[src/rtl/core/dual_ultrasonic_fill_level_unit_defines.svh]
// ----------------------------------------------------------------------------
// Dual ultrasonic fill level unit: assertion macros
// Shared concurrent assertion forms, clocked on clk, muted while in reset.
// ----------------------------------------------------------------------------
`ifndef DUAL_ULTRASONIC_FILL_LEVEL_UNIT_DEFINES_SVH
`define DUAL_ULTRASONIC_FILL_LEVEL_UNIT_DEFINES_SVH

// same-cycle implication
`define DUFL_ASSERT_NOW(label, ante, cons, msg) \
	label: assert property (@(posedge clk) disable iff (!arst_n) (ante) |-> (cons)) \
		else $error(msg);

// next-cycle implication
`define DUFL_ASSERT_NEXT(label, ante, cons, msg) \
	label: assert property (@(posedge clk) disable iff (!arst_n) (ante) |=> (cons)) \
		else $error(msg);

`endif

[src/rtl/core/dufl_pkg.sv]
// ----------------------------------------------------------------------------
// Dual ultrasonic fill level: package
// Field widths, register indexes and register reset values.
// ----------------------------------------------------------------------------
package dufl_pkg;

	localparam int CFG_IDX_W  = 3;
	localparam int CFG_DATA_W = 20;
	localparam int LEN_W      = 10;
	localparam int RANGE_W    = 11;
	localparam int TPC_W      = 8;
	localparam int TRIG_W     = 8;
	localparam int PC_W       = 20;
	localparam int PCT_W      = 7;
	localparam int NUM_W      = 17;

	localparam logic [CFG_IDX_W-1:0] REG_BUCKET_LEN   = 3'd0;
	localparam logic [CFG_IDX_W-1:0] REG_MIN_DIST     = 3'd1;
	localparam logic [CFG_IDX_W-1:0] REG_MAX_DIST     = 3'd2;
	localparam logic [CFG_IDX_W-1:0] REG_TICKS_PER_CM = 3'd3;
	localparam logic [CFG_IDX_W-1:0] REG_TRIG_TICKS   = 3'd4;
	localparam logic [CFG_IDX_W-1:0] REG_SETTLE_TICKS = 3'd5;
	localparam logic [CFG_IDX_W-1:0] REG_PAUSE_TICKS  = 3'd6;

	localparam logic [LEN_W-1:0]   RST_BUCKET_LEN   = 10'd64;
	localparam logic [LEN_W-1:0]   RST_MIN_DIST     = 10'd2;
	localparam logic [RANGE_W-1:0] RST_MAX_DIST     = 11'd400;
	localparam logic [TPC_W-1:0]   RST_TICKS_PER_CM = 8'd56;
	localparam logic [TRIG_W-1:0]  RST_TRIG_TICKS   = 8'd10;
	localparam logic [PC_W-1:0]    RST_SETTLE_TICKS = 20'd50000;
	localparam logic [PC_W-1:0]    RST_PAUSE_TICKS  = 20'd300000;

	localparam logic [NUM_W-1:0]   PERCENT_SCALE    = 17'd100;

	typedef struct packed {
		logic               trig_a;
		logic               trig_b;
		logic               level_valid;
		logic [PCT_W-1:0]   fill_percent;
		logic [RANGE_W-1:0] range_a_cm;
		logic [RANGE_W-1:0] range_b_cm;
	} level_t;

endpackage

[src/rtl/core/dufl_tick_if.sv]
// ----------------------------------------------------------------------------
// Dual ultrasonic fill level: tick channel
// One beat per sensor tick, carrying both echo pin levels.
// ----------------------------------------------------------------------------
interface dufl_tick_if;
	logic valid;
	logic ready;
	logic echo_a;
	logic echo_b;

	modport source(output valid, output echo_a, output echo_b, input ready);
	modport sink(input valid, input echo_a, input echo_b, output ready);
endinterface

[src/rtl/core/dufl_level_if.sv]
// ----------------------------------------------------------------------------
// Dual ultrasonic fill level: result channel
// One beat per tick: trigger levels, fill percent and accepted ranges.
// ----------------------------------------------------------------------------
interface dufl_level_if;
	import dufl_pkg::*;

	logic               valid;
	logic               ready;
	logic               trig_a;
	logic               trig_b;
	logic               level_valid;
	logic [PCT_W-1:0]   fill_percent;
	logic [RANGE_W-1:0] range_a_cm;
	logic [RANGE_W-1:0] range_b_cm;

	modport source(output valid, output trig_a, output trig_b, output level_valid,
		output fill_percent, output range_a_cm, output range_b_cm, input ready);
	modport sink(input valid, input trig_a, input trig_b, input level_valid,
		input fill_percent, input range_a_cm, input range_b_cm, output ready);
endinterface

[src/rtl/core/dufl_div.sv]
// ----------------------------------------------------------------------------
// Dual ultrasonic fill level: shared divider
// Restoring unsigned divider, one quotient bit per cycle, done pulse at end.
// ----------------------------------------------------------------------------
module dufl_div #(
	parameter int DW = 17,
	parameter int VW = 10
) (
	input  logic          clk,
	input  logic          arst_n,
	input  logic          start,
	input  logic [DW-1:0] dividend,
	input  logic [VW-1:0] divisor,
	output logic          done,
	output logic [DW-1:0] quotient
);

	localparam int CW = $clog2(DW + 1);

	logic [VW-1:0] rem_q;
	logic [DW-1:0] quo_q;
	logic [VW-1:0] dvs_q;
	logic [CW-1:0] cnt_q;
	logic          busy_q;
	logic          done_q;
	logic [VW:0]   shifted;
	logic [VW:0]   trial;
	logic          take;

	assign shifted = {rem_q, quo_q[DW-1]};
	assign trial   = shifted - {1'b0, dvs_q};
	assign take    = shifted >= {1'b0, dvs_q};

	always_ff @(posedge clk or negedge arst_n) begin
		if (!arst_n) begin
			busy_q <= 1'b0;
			done_q <= 1'b0;
			cnt_q  <= '0;
		end else begin
			done_q <= 1'b0;
			if (start) begin
				busy_q <= 1'b1;
				cnt_q  <= CW'(DW);
			end else if (busy_q) begin
				cnt_q <= cnt_q - 1'b1;
				if (cnt_q == CW'(1)) begin
					busy_q <= 1'b0;
					done_q <= 1'b1;
				end
			end
		end
	end

	always_ff @(posedge clk) begin
		if (start) begin
			rem_q <= '0;
			quo_q <= dividend;
			dvs_q <= divisor;
		end else if (busy_q) begin
			rem_q <= take ? trial[VW-1:0] : shifted[VW-1:0];
			quo_q <= {quo_q[DW-2:0], take};
		end
	end

	assign done     = done_q;
	assign quotient = quo_q;

endmodule

[src/rtl/core/dual_ultrasonic_fill_level_unit.sv]
// ----------------------------------------------------------------------------
// Dual ultrasonic fill level unit
// Takes one beat per sensor tick and returns one result beat for it. Ordinary
// ticks (trigger, retrigger wait, echo counting, settle, pause) go from the
// accept straight to the result beat. The last settle tick of a sensor runs
// the shared restoring divider (one quotient bit per cycle, DW = larger of
// ECHO_COUNT_BITS and 17) to turn the echo count into centimetres; when it
// yields an accepted range for sensor B, the same divider then forms the fill
// percent. The tick channel is not ready from an accept until its result beat
// has been taken.
// ----------------------------------------------------------------------------
module dual_ultrasonic_fill_level_unit #(
	parameter int ECHO_COUNT_BITS = 16,
	parameter int RETRIGGER_TICKS = 15
) (
	input  logic                               clk,
	input  logic                               arst_n,
	dufl_tick_if.sink                          tick,
	dufl_level_if.source                       level,
	input  logic                               wr_en,
	input  logic [dufl_pkg::CFG_IDX_W-1:0]     wr_index,
	input  logic [dufl_pkg::CFG_DATA_W-1:0]    wr_data
);
	import dufl_pkg::*;

	`include "dual_ultrasonic_fill_level_unit_defines.svh"

	localparam int DW = (ECHO_COUNT_BITS > NUM_W) ? ECHO_COUNT_BITS : NUM_W;
	localparam logic [PC_W-1:0] RETRIG_LEN    = PC_W'(RETRIGGER_TICKS);
	localparam logic [PC_W-1:0] RETRIG_PERIOD = PC_W'(2 * RETRIGGER_TICKS);

	typedef enum logic [2:0] {
		PH_TRIG,
		PH_WAIT,
		PH_COUNT,
		PH_SETTLE,
		PH_PAUSE
	} phase_t;

	typedef enum logic [2:0] {
		S_IDLE,
		S_DIST,
		S_PREP,
		S_SCALE,
		S_PCT,
		S_OUT
	} state_t;

	logic [LEN_W-1:0]   bucket_len_q;
	logic [LEN_W-1:0]   min_dist_q;
	logic [RANGE_W-1:0] max_dist_q;
	logic [TPC_W-1:0]   tpc_q;
	logic [TRIG_W-1:0]  trig_ticks_q;
	logic [PC_W-1:0]    settle_ticks_q;
	logic [PC_W-1:0]    pause_ticks_q;

	state_t                     state_q;
	phase_t                     phase_q;
	logic                       sel_q;
	logic [PC_W-1:0]            pc_q;
	logic [ECHO_COUNT_BITS-1:0] echo_cnt_q;
	logic [RANGE_W-1:0]         range_a_q;
	logic [RANGE_W-1:0]         range_b_q;
	logic [PCT_W-1:0]           pct_q;
	logic [LEN_W-1:0]           diff_q;
	level_t                     out_q;

	logic            accept;
	logic            echo_sel;
	logic [PC_W-1:0] pc_inc;
	logic            tick_trig;
	logic            settle_hit;
	logic            div_start;
	logic [DW-1:0]   div_dividend;
	logic [LEN_W-1:0] div_divisor;
	logic            div_done;
	logic [DW-1:0]   div_quot;
	logic            dist_reject;
	logic [RANGE_W:0] range_sum;
	logic [RANGE_W-1:0] avg;
	logic [LEN_W-1:0] avg_clamped;

	assign accept     = tick.valid && tick.ready;
	assign echo_sel   = sel_q ? tick.echo_b : tick.echo_a;
	assign pc_inc     = pc_q + 1'b1;
	assign settle_hit = (phase_q == PH_SETTLE) && (pc_inc >= settle_ticks_q);
	assign tick_trig  = (phase_q == PH_TRIG) ||
		((phase_q == PH_WAIT) && !((pc_q == '0) && echo_sel) && (pc_q < RETRIG_LEN));

	assign range_sum   = {1'b0, range_a_q} + {1'b0, range_b_q};
	assign avg         = range_sum[RANGE_W:1];
	assign avg_clamped = (avg > {1'b0, bucket_len_q}) ? bucket_len_q : avg[LEN_W-1:0];

	assign div_start    = (state_q == S_IDLE && accept && settle_hit) || (state_q == S_SCALE);
	assign div_dividend = (state_q == S_SCALE) ?
		DW'(NUM_W'(diff_q) * PERCENT_SCALE) : DW'(echo_cnt_q);
	assign div_divisor  = (state_q == S_SCALE) ? bucket_len_q :
		((tpc_q == '0) ? LEN_W'(1) : LEN_W'(tpc_q));
	assign dist_reject  = (div_quot <= DW'(min_dist_q)) || (div_quot > DW'(max_dist_q));

	dufl_div #(
		.DW(DW),
		.VW(LEN_W)
	) u_div (
		.clk      (clk),
		.arst_n   (arst_n),
		.start    (div_start),
		.dividend (div_dividend),
		.divisor  (div_divisor),
		.done     (div_done),
		.quotient (div_quot)
	);

	always_ff @(posedge clk or negedge arst_n) begin
		if (!arst_n) begin
			bucket_len_q   <= RST_BUCKET_LEN;
			min_dist_q     <= RST_MIN_DIST;
			max_dist_q     <= RST_MAX_DIST;
			tpc_q          <= RST_TICKS_PER_CM;
			trig_ticks_q   <= RST_TRIG_TICKS;
			settle_ticks_q <= RST_SETTLE_TICKS;
			pause_ticks_q  <= RST_PAUSE_TICKS;
		end else if (wr_en) begin
			case (wr_index)
				REG_BUCKET_LEN:   bucket_len_q   <= wr_data[LEN_W-1:0];
				REG_MIN_DIST:     min_dist_q     <= wr_data[LEN_W-1:0];
				REG_MAX_DIST:     max_dist_q     <= wr_data[RANGE_W-1:0];
				REG_TICKS_PER_CM: tpc_q          <= wr_data[TPC_W-1:0];
				REG_TRIG_TICKS:   trig_ticks_q   <= wr_data[TRIG_W-1:0];
				REG_SETTLE_TICKS: settle_ticks_q <= wr_data;
				REG_PAUSE_TICKS:  pause_ticks_q  <= wr_data;
				default: ;
			endcase
		end
	end

	always_ff @(posedge clk or negedge arst_n) begin
		if (!arst_n) begin
			state_q    <= S_IDLE;
			phase_q    <= PH_TRIG;
			sel_q      <= 1'b0;
			pc_q       <= '0;
			echo_cnt_q <= '0;
			range_a_q  <= '0;
			range_b_q  <= '0;
			pct_q      <= '0;
			diff_q     <= '0;
			out_q      <= '0;
		end else begin
			case (state_q)
				S_IDLE: begin
					if (accept) begin
						out_q.trig_a       <= tick_trig && !sel_q;
						out_q.trig_b       <= tick_trig && sel_q;
						out_q.level_valid  <= 1'b0;
						out_q.fill_percent <= pct_q;
						out_q.range_a_cm   <= range_a_q;
						out_q.range_b_cm   <= range_b_q;
						state_q            <= S_OUT;
						case (phase_q)
							PH_WAIT: begin
								if ((pc_q == '0) && echo_sel) begin
									phase_q    <= PH_COUNT;
									pc_q       <= '0;
									echo_cnt_q <= ECHO_COUNT_BITS'(1);
								end else begin
									pc_q <= (pc_inc >= RETRIG_PERIOD) ? '0 : pc_inc;
								end
							end
							PH_COUNT: begin
								if (echo_sel) begin
									if (echo_cnt_q != '1) begin
										echo_cnt_q <= echo_cnt_q + 1'b1;
									end
								end else begin
									phase_q <= PH_SETTLE;
									pc_q    <= '0;
								end
							end
							PH_SETTLE: begin
								pc_q <= pc_inc;
								if (settle_hit) begin
									state_q <= S_DIST;
								end
							end
							PH_PAUSE: begin
								if (pc_inc >= pause_ticks_q) begin
									phase_q <= PH_TRIG;
									pc_q    <= '0;
								end else begin
									pc_q <= pc_inc;
								end
							end
							default: begin
								if (pc_inc >= PC_W'(trig_ticks_q)) begin
									phase_q <= PH_WAIT;
									pc_q    <= '0;
								end else begin
									pc_q <= pc_inc;
								end
							end
						endcase
					end
				end
				S_DIST: begin
					if (div_done) begin
						echo_cnt_q <= '0;
						pc_q       <= '0;
						if (dist_reject) begin
							phase_q <= PH_TRIG;
							state_q <= S_OUT;
						end else if (!sel_q) begin
							range_a_q        <= div_quot[RANGE_W-1:0];
							out_q.range_a_cm <= div_quot[RANGE_W-1:0];
							sel_q            <= 1'b1;
							phase_q          <= PH_TRIG;
							state_q          <= S_OUT;
						end else begin
							range_b_q <= div_quot[RANGE_W-1:0];
							state_q   <= S_PREP;
						end
					end
				end
				S_PREP: begin
					diff_q  <= bucket_len_q - avg_clamped;
					state_q <= S_SCALE;
				end
				S_SCALE: begin
					state_q <= S_PCT;
				end
				S_PCT: begin
					if (div_done) begin
						pct_q              <= (bucket_len_q == '0) ? '0 : div_quot[PCT_W-1:0];
						out_q.fill_percent <= (bucket_len_q == '0) ? '0 : div_quot[PCT_W-1:0];
						out_q.level_valid  <= 1'b1;
						out_q.range_b_cm   <= range_b_q;
						sel_q              <= 1'b0;
						phase_q            <= PH_PAUSE;
						state_q            <= S_OUT;
					end
				end
				S_OUT: begin
					if (level.ready) begin
						state_q <= S_IDLE;
					end
				end
				default: state_q <= S_IDLE;
			endcase
		end
	end

	assign tick.ready         = (state_q == S_IDLE);
	assign level.valid        = (state_q == S_OUT);
	assign level.trig_a       = out_q.trig_a;
	assign level.trig_b       = out_q.trig_b;
	assign level.level_valid  = out_q.level_valid;
	assign level.fill_percent = out_q.fill_percent;
	assign level.range_a_cm   = out_q.range_a_cm;
	assign level.range_b_cm   = out_q.range_b_cm;

	`DUFL_ASSERT_NOW(a_ready_excl_valid, tick.ready, !level.valid, "tick ready while result pending")
	`DUFL_ASSERT_NEXT(a_busy_after_accept, tick.valid && tick.ready, !tick.ready, "accepted twice")
	`DUFL_ASSERT_NOW(a_one_trigger, level.valid, !(level.trig_a && level.trig_b), "both triggers high")
	`DUFL_ASSERT_NOW(a_pct_range, level.valid && level.level_valid, level.fill_percent <= 7'd100, "fill percent above 100")

endmodule

[src/flat_wrapper.sv]
// flat-port wrapper written by rule: the top's interface ports become plain ports
module dual_ultrasonic_fill_level_unit_flat import dufl_pkg::*;
#(
	parameter int ECHO_COUNT_BITS = 16,
	parameter int RETRIGGER_TICKS = 15
)
  (clk, arst_n, wr_en, wr_index, wr_data, tick_valid, tick_echo_a, tick_echo_b, tick_ready, level_valid, level_trig_a, level_trig_b, level_level_valid, level_fill_percent, level_range_a_cm, level_range_b_cm, level_ready);
  dufl_tick_if tick_i ();
  dufl_level_if level_i ();
  input  logic clk;
  input  logic arst_n;
  input  logic wr_en;
  input  logic [dufl_pkg::CFG_IDX_W-1:0] wr_index;
  input  logic [dufl_pkg::CFG_DATA_W-1:0] wr_data;
  input wire logic [$bits(tick_i.valid)-1:0] tick_valid;
  input wire logic [$bits(tick_i.echo_a)-1:0] tick_echo_a;
  input wire logic [$bits(tick_i.echo_b)-1:0] tick_echo_b;
  output wire logic [$bits(tick_i.ready)-1:0] tick_ready;
  output wire logic [$bits(level_i.valid)-1:0] level_valid;
  output wire logic [$bits(level_i.trig_a)-1:0] level_trig_a;
  output wire logic [$bits(level_i.trig_b)-1:0] level_trig_b;
  output wire logic [$bits(level_i.level_valid)-1:0] level_level_valid;
  output wire logic [$bits(level_i.fill_percent)-1:0] level_fill_percent;
  output wire logic [$bits(level_i.range_a_cm)-1:0] level_range_a_cm;
  output wire logic [$bits(level_i.range_b_cm)-1:0] level_range_b_cm;
  input wire logic [$bits(level_i.ready)-1:0] level_ready;
  assign tick_i.valid = tick_valid;
  assign tick_i.echo_a = tick_echo_a;
  assign tick_i.echo_b = tick_echo_b;
  assign tick_ready = tick_i.ready;
  assign level_valid = level_i.valid;
  assign level_trig_a = level_i.trig_a;
  assign level_trig_b = level_i.trig_b;
  assign level_level_valid = level_i.level_valid;
  assign level_fill_percent = level_i.fill_percent;
  assign level_range_a_cm = level_i.range_a_cm;
  assign level_range_b_cm = level_i.range_b_cm;
  assign level_i.ready = level_ready;
  dual_ultrasonic_fill_level_unit #(.ECHO_COUNT_BITS(ECHO_COUNT_BITS), .RETRIGGER_TICKS(RETRIGGER_TICKS)) u_core (.clk(clk), .arst_n(arst_n), .tick(tick_i), .level(level_i), .wr_en(wr_en), .wr_index(wr_index), .wr_data(wr_data));
endmodule
[config.mk]
export PLATFORM = sky130hd
export DESIGN_NAME = dual_ultrasonic_fill_level_unit_flat
export DESIGN_NICKNAME = d
export VERILOG_FILES = /design/src/rtl/core/dufl_pkg.sv /design/src/rtl/core/dufl_tick_if.sv /design/src/rtl/core/dufl_level_if.sv /design/src/rtl/core/dufl_div.sv /design/src/rtl/core/dual_ultrasonic_fill_level_unit.sv /design/src/flat_wrapper.sv
export VERILOG_INCLUDE_DIRS = /design/src /design/src/rtl/core
export SDC_FILE = /design/constraint.sdc
export NUM_CORES = 1
export LEC_CHECK = 0
export BUFFER_PORTS_ARGS = -buffer_cell sky130_fd_sc_hd__buf_2
export CORE_AREA = 2 2 171 173
export CTS_CLUSTER_SIZE = 8
export DETAILED_ROUTE_END_ITERATION = 8
export DIE_AREA = 0 0 173 175
export PLACE_DENSITY_LB_ADDON = 0.1
export SYNTH_ARGS = -nofsm -noshare
export SYNTH_HDL_FRONTEND = slang
export SYNTH_HIERARCHICAL = 1
export SYNTH_SLANG_ARGS = --single-unit
[constraint.sdc]
create_clock -name clk -period 5.1 [get_ports clk]
set_clock_uncertainty 0.05 [all_clocks]
set_input_delay 0.51 -clock clk [delete_from_list [all_inputs] [get_ports clk]]
set_output_delay 0.51 -clock clk [all_outputs]
set_load 0.02 [all_outputs]
Word-level counts from Yosys, hierarchy flattened
Cells that the tools add are included.
Storage, ports and cells
  output and inout port bits: 34
  word-level logic and storage cells: 187
  register bits after elaboration: 245
  input port bits: 30
Operators by class
  add/subtract/negate cells: 6
  eq/ne operators: 32
  multipliers: 1
  muxes and demuxes: 66
  bitwise logic cells: 2
  reduce and logical (&&, ||, !) cells: 43
  magnitude comparators: 9
Operators by type and width (number)
  $mux W20: 7
  $mux W16: 5
  $pmux W20 S4: 1
  $pmux W16 S2: 2
  $mux W17: 3
  $mux W3: 17
  $mux W11: 4
  $pmux W11 S2: 2
  $ge A20 B20 Y1: 2
  $pmux W20 S2: 1
  $mux W10: 3
  $mux W30: 1
  $ne A3 B3 Y1 const B: 7
  $add A20 B1 Y20 const B: 1
  $ge A20 B5 Y1 const B: 1
  $ge A20 B8 Y1: 1
  $logic_not A20 Y1: 1
  $lt A20 B4 Y1 const B: 1
  $reduce_and A4 Y1: 5
  $sub A10 B10 Y10: 2
  $eq A3 B2 Y1 const B: 6
  $eq A3 B3 Y1 const B: 6
  $pmux W3 S6: 1
  $reduce_and A2 Y1: 9
  35 further kinds: 70

Depth between registers and ports, before layout
  depth after elaboration: 7
  depth in mapped cells: 26
  depth with buffers taken out: 25

Modules after synthesis
Netlist, hierarchy kept.
Modules (own cells, without submodules)
  dual_ultrasonic_fill_level_unit: area an instance 13161.4 um^2, cells an instance 1385, instances 1, sequential area each 5059.9 um^2
  dufl_div: area an instance 2280.9 um^2, cells an instance 195, instances 1, sequential area each 1186.1 um^2

Worst setup path before layout
Ideal clock, no wire load.
  path kind: flip-flop to flip-flop
  start point: register u_core.pc_q[0]
  end point: register u_core.u_div.quo_q[0], in the netlist u_core/u_div/quotient[0], enable pin
  setup slack: -0.042 ns
  buffers on the path: 1
  arrival: 4.723 ns
  period minus slack after synthesis: 5.142 ns
  cell stages (with the launch flop): 15
  data required time: 4.681 ns
  library setup time: 0.369 ns
  path through: dfrtp_1 > ha_1 > and4_4 > nand3_1 > nor2_1 > xor2_1 > ha_1 > nand4_1 > or4b_2 > o31ai_1 > o21ai_0 > o21ai_0 > buf_1 > nor2_1 > inv_1
On the way
  longest elaborated chain between the ends: 6
Ends and longest elaborated chain
  start, declared: RTL line dual_ultrasonic_fill_level_unit.sv:60  | logic [PC_W-1:0] pc_q;
  start signal, assigned: RTL line dual_ultrasonic_fill_level_unit.sv:167  | pc_q <= (pc_inc >= RETRIG_PERIOD) ? '0 : pc_inc;
  start signal, assigned: RTL line dual_ultrasonic_fill_level_unit.sv:181  | pc_q <= pc_inc;
  start signal, assigned: RTL line dual_ultrasonic_fill_level_unit.sv:191  | pc_q <= pc_inc;
  $add A20 B1 Y20: RTL line dual_ultrasonic_fill_level_unit.sv:85  | assign pc_inc = pc_q + 1'b1;
  $ge A20 B20 Y1: RTL line dual_ultrasonic_fill_level_unit.sv:86  | assign settle_hit = (phase_q == PH_SETTLE) && (pc_inc >= settle_ticks_q);
  $logic_and A1 B1 Y1: RTL line dual_ultrasonic_fill_level_unit.sv:86
  $logic_and A1 B1 Y1: RTL line dual_ultrasonic_fill_level_unit.sv:94  | assign div_start = (state_q == S_IDLE && accept && settle_hit) || (state_q == S_SCALE);
  $logic_or A1 B1 Y1: RTL line dual_ultrasonic_fill_level_unit.sv:94
  net u_core.div_start: RTL line dual_ultrasonic_fill_level_unit.sv:73  | logic div_start;
  $reduce_bool A2 Y1 (no source line)
  end signal, assigned: RTL line dufl_div.sv:57  | quo_q <= dividend;
  end signal, assigned: RTL line dufl_div.sv:61  | quo_q <= {quo_q[DW-2:0], take};
  end, declared: RTL line dufl_div.sv:21  | logic [DW-1:0] quo_q;
The timed path passes the listed nets, and every way through them passes these cells.
A chain may end at the register's enable or synchronous reset.

Final worst setup path
  start point: register u_core.range_a_q[2]
  end point: register u_core.diff_q[9]
On the way
  longest elaborated chain between the ends: 4
Ends and longest elaborated chain
  start, declared: RTL line dual_ultrasonic_fill_level_unit.sv:62  | logic [RANGE_W-1:0] range_a_q;
  start signal, assigned: RTL line dual_ultrasonic_fill_level_unit.sv:213  | range_a_q <= div_quot[RANGE_W-1:0];
  $add A11 B11 Y12 (*): RTL line dual_ultrasonic_fill_level_unit.sv:90  | assign range_sum = {1'b0, range_a_q} + {1'b0, range_b_q};
  $gt A11 B10 Y1: RTL line dual_ultrasonic_fill_level_unit.sv:92  | assign avg_clamped = (avg > {1'b0, bucket_len_q}) ? bucket_len_q : avg[LEN_W-1:0];
  $mux W10 (*): RTL line dual_ultrasonic_fill_level_unit.sv:92
  $sub A10 B10 Y10 (*): RTL line dual_ultrasonic_fill_level_unit.sv:225  | diff_q <= bucket_len_q - avg_clamped;
  end signal, assigned: RTL line dual_ultrasonic_fill_level_unit.sv:225
  end, declared: RTL line dual_ultrasonic_fill_level_unit.sv:65  | logic [LEN_W-1:0] diff_q;
Mark *: on every way between the ends. The rest lies on a longest branch, timed or not.

==> flow_summary.toml <==
[outcome]
status = "finished clean"

[placed_design]
port_buffers = 63
place_area_mm2 = 0.0163
place.gp.congestion = 0.895
place_hpwl_um = 28900
preCtsSetupSlack_ns = -0.00880

[synthesis]
avgSynthCellArea_um2 = 9.77
async_flop_share_pct = 84.9
synth_flop_cell = "dfrtp_1"
synth_common_cells = "184 x dfrtp_1, 170 x nand2_1, 149 x ha_1, 137 x inv_1, 135 x o21ai_0"
mappedNetlistNets = 1767
yosys.cell_count.top_type = "dfrtp_1"
synth_top_area_share_pct = 29.8
ys_seq_area_share_pct = 40.4
synth-edff-count = 27
synth_area_leaders = "dfrtp_1 30%, ha_1 12%, mux2_2 7.9%"
synth-seq-cells = 245
syn-cell-area_mm2 = 0.0154
synthCells = 1580
yosysTopAreaCell = "dfrtp_1"
ys_warn_count = 6
ys_types = 85

[global_routing]
antenna_found_initial = 0
grt-ovfl-total = 0
grt_max_degree = 140
grt_pass1_wl_um = 63400
grt_pass1_vias = 11843
grt.total_usage_pct = 26.5

[clock_tree]
clock_path_buffers = 3
path_clk_slew_ns = 0.05
clock_sinks = 245
cts_root_buf = "clkbuf_16"
cts_buffers = 36
cts_tree = "yes"
cts_max_level = 2
insertion_delay_ns = 0.52

[floorplanning]
die_h_um = 175
start_util_pct = 54.4
core-area_mm2 = 0.0284
die-area_mm2 = 0.0303
ios = 64
rows = 62
dieWidth_um = 173

[setup_path]
required_ns = 5.39
end_kind = "flop"
crit_fanout = 5
start_kind = "flop"
criticalPathCategory = "reg -> reg"
worstPathArrival_ns = 5.11

[power_and_ir_drop]
vdd_drop_max_mv = 0.226
leakage_uw = 0.00837
powerDensity_mw_per_mm2 = 427
fin_total_pwr_uw = 7420

[detailed_routing]
viasPerCell = 5.74
via_count = 11827
wire_per_inst_um = 19.2
drc_errors = 0
ant_nets = 0
first_pass_iters = 5
drt-initial-drc-count = 628
drt_wl_total_um = 39600

[sta]
hold_viol_final = 0
tightest_slew_ns = 1.16
min_period_ns = 4.82
tns_ns = 0
period_share_pct = 94.6
worst_slack_ns = 0.277
setup-violations-final = 0
final_max_slew_viol_count = 0
max_freq_ghz = 0.207
slew_headroom_pct = 22.3

[finish]
syn_to_final_growth_pct = 12.6
nNetsFinal = 1842
drive_above_1_share_pct = 19.1
final_cell_area_mm2 = 0.0174
num_antenna_cells = 0

[hold_path]
hp-class = "in -> reg"

[flow_run]
maxCapViolCount = 0
[metal layers]
metal,part of all wire (%),vias to the layer above,GRT usage (%)
li1,-,5768,-
met1,44,5732,34.3
met2,49,254,45.5
met3,3.8,73,3.31
met4,3.7,0,10.4
met5,0,-,0
[cell families (layout without fill, tap and decap cells)]
kind of cell / after synthesis / after routing / synth area share [%]
AND/OR/NAND/NOR: 444 / 444 / 13.8
AO/OA/AOI/OAI: 342 / 342 / 14.4
flip-flops: 245 / 245 / 40.4
buffers and inverters: 201 / 298 / 5.37
adder cells (fa/ha/maj): 157 / 157 / 13.1
multiplexers: 136 / 136 / 9.72
XOR/XNOR: 55 / 55 / 3.12
[cells in the final DEF, fill, tap and decap left out, types with 11 or more instances in the layout]
cell,synthesis,final
a211oi_1,19,18
a21o_1,30,30
a21oi_1,46,41
a31oi_1,13,13
and3_1,11,11
buf_2,11,62
buf_4,2,33
clkbuf_1,42,22
clkbuf_16,0,37
dfrtp_1,184,184
dfstp_2,24,24
edfxtp_1,27,27
ha_1,149,146
inv_1,137,137
mux2_2,108,108
mux2i_1,27,26
nand2_1,170,170
nand3_1,33,33
nand4_1,25,25
nor2_1,88,87
nor3_1,33,31
nor4_1,16,15
o21a_1,13,12
o21ai_0,135,131
xnor2_1,30,30
xor2_1,25,25
[final timing paths]
path,startpoint,to,slack [ns],cells past startpoint
worst max register to register,u_core/range_a_q[2],u_core/diff_q[9],0.28,23
max in group asynchronous,arst_n,u_core/diff_q[3],3.27,3
min in group asynchronous,arst_n,u_core/u_div/cnt_q[2],0.53,2
worst min-delay path,wr_data[17],u_core/pause_ticks_q[17],0.19,2
worst max-delay path,u_core/range_a_q[2],u_core/diff_q[9],0.28,23
worst min register to register,u_core/level.range_a_cm[2],u_core/level.range_a_cm[2],0.43,2
[layout make-up]
cell class	instances	area, µm²
inverters	137	514
well taps	384	480
fillers	2508	11000
flip-flops and latches	245	6250
repair buffers	101	653
multi-input cells	1134	8480
clock buffers	60	1020
[power by group]
group	internal, µW	total (µW)	switching [µW]
logic	1010	2380	1370
clock network	1350	2200	850
registers	2420	2840	417
[worst max-delay path, stage by stage (launching register included)]
cell,delay (ns)
dfrtp_1,0.39
ha_2,0.33
a21oi_2,0.18
a21oi_2,0.09
o31a_1,0.30
o21a_1,0.21
o21a_1,0.17
nor2_1,0.11
xnor2_1,0.11
ha_1,0.31
nand4_1,0.10
nor3_1,0.15
o21a_1,0.18
o21a_4,0.18
mux2i_2,0.24
ha_1,0.25
nor2b_1,0.13
o21ai_1,0.17
a21oi_1,0.11
o41a_1,0.37
a21oi_2,0.17
o21bai_1,0.09
xnor2_1,0.15
o21ai_0,0.10
[metrics by stage]
stage | std cells | utilization [%] | hold WS, ns
detailed placement | 1998 | 57.3 | 0.418
global placement | 1998 | 57.3 | 0.410
global route | 2061 | 61.3 | 0.187
CTS | 2059 | 60.9 | 0.179
finish | 2061 | 61.3 | 0.186
floorplan | 1580 | - | 0.164
[what timing repair did]
action	CTS	global route
resized for setup	1	21
setup endpoints to repair	1	3
gates cloned	0	0
hold buffers	1	0
endpoints found under the hold margin	35	0
setup buffers	0	2
pin swaps	0	10
[state kept, by name (all words and copies together), names as in the netlist, 11 cells and up]
name                     count
u_core/range_a_q            11
u_core/level.range_a_cm     11
u_core/level.range_b_cm     11
u_core/echo_cnt_q           16
u_core/max_dist_q           11
u_core/pause_ticks_q        20
u_core/pc_q                 20
u_core/range_b_q            11
u_core/u_div/quotient       17
u_core/settle_ticks_q       20
Note: power is estimated with default switching activity, not from simulation.
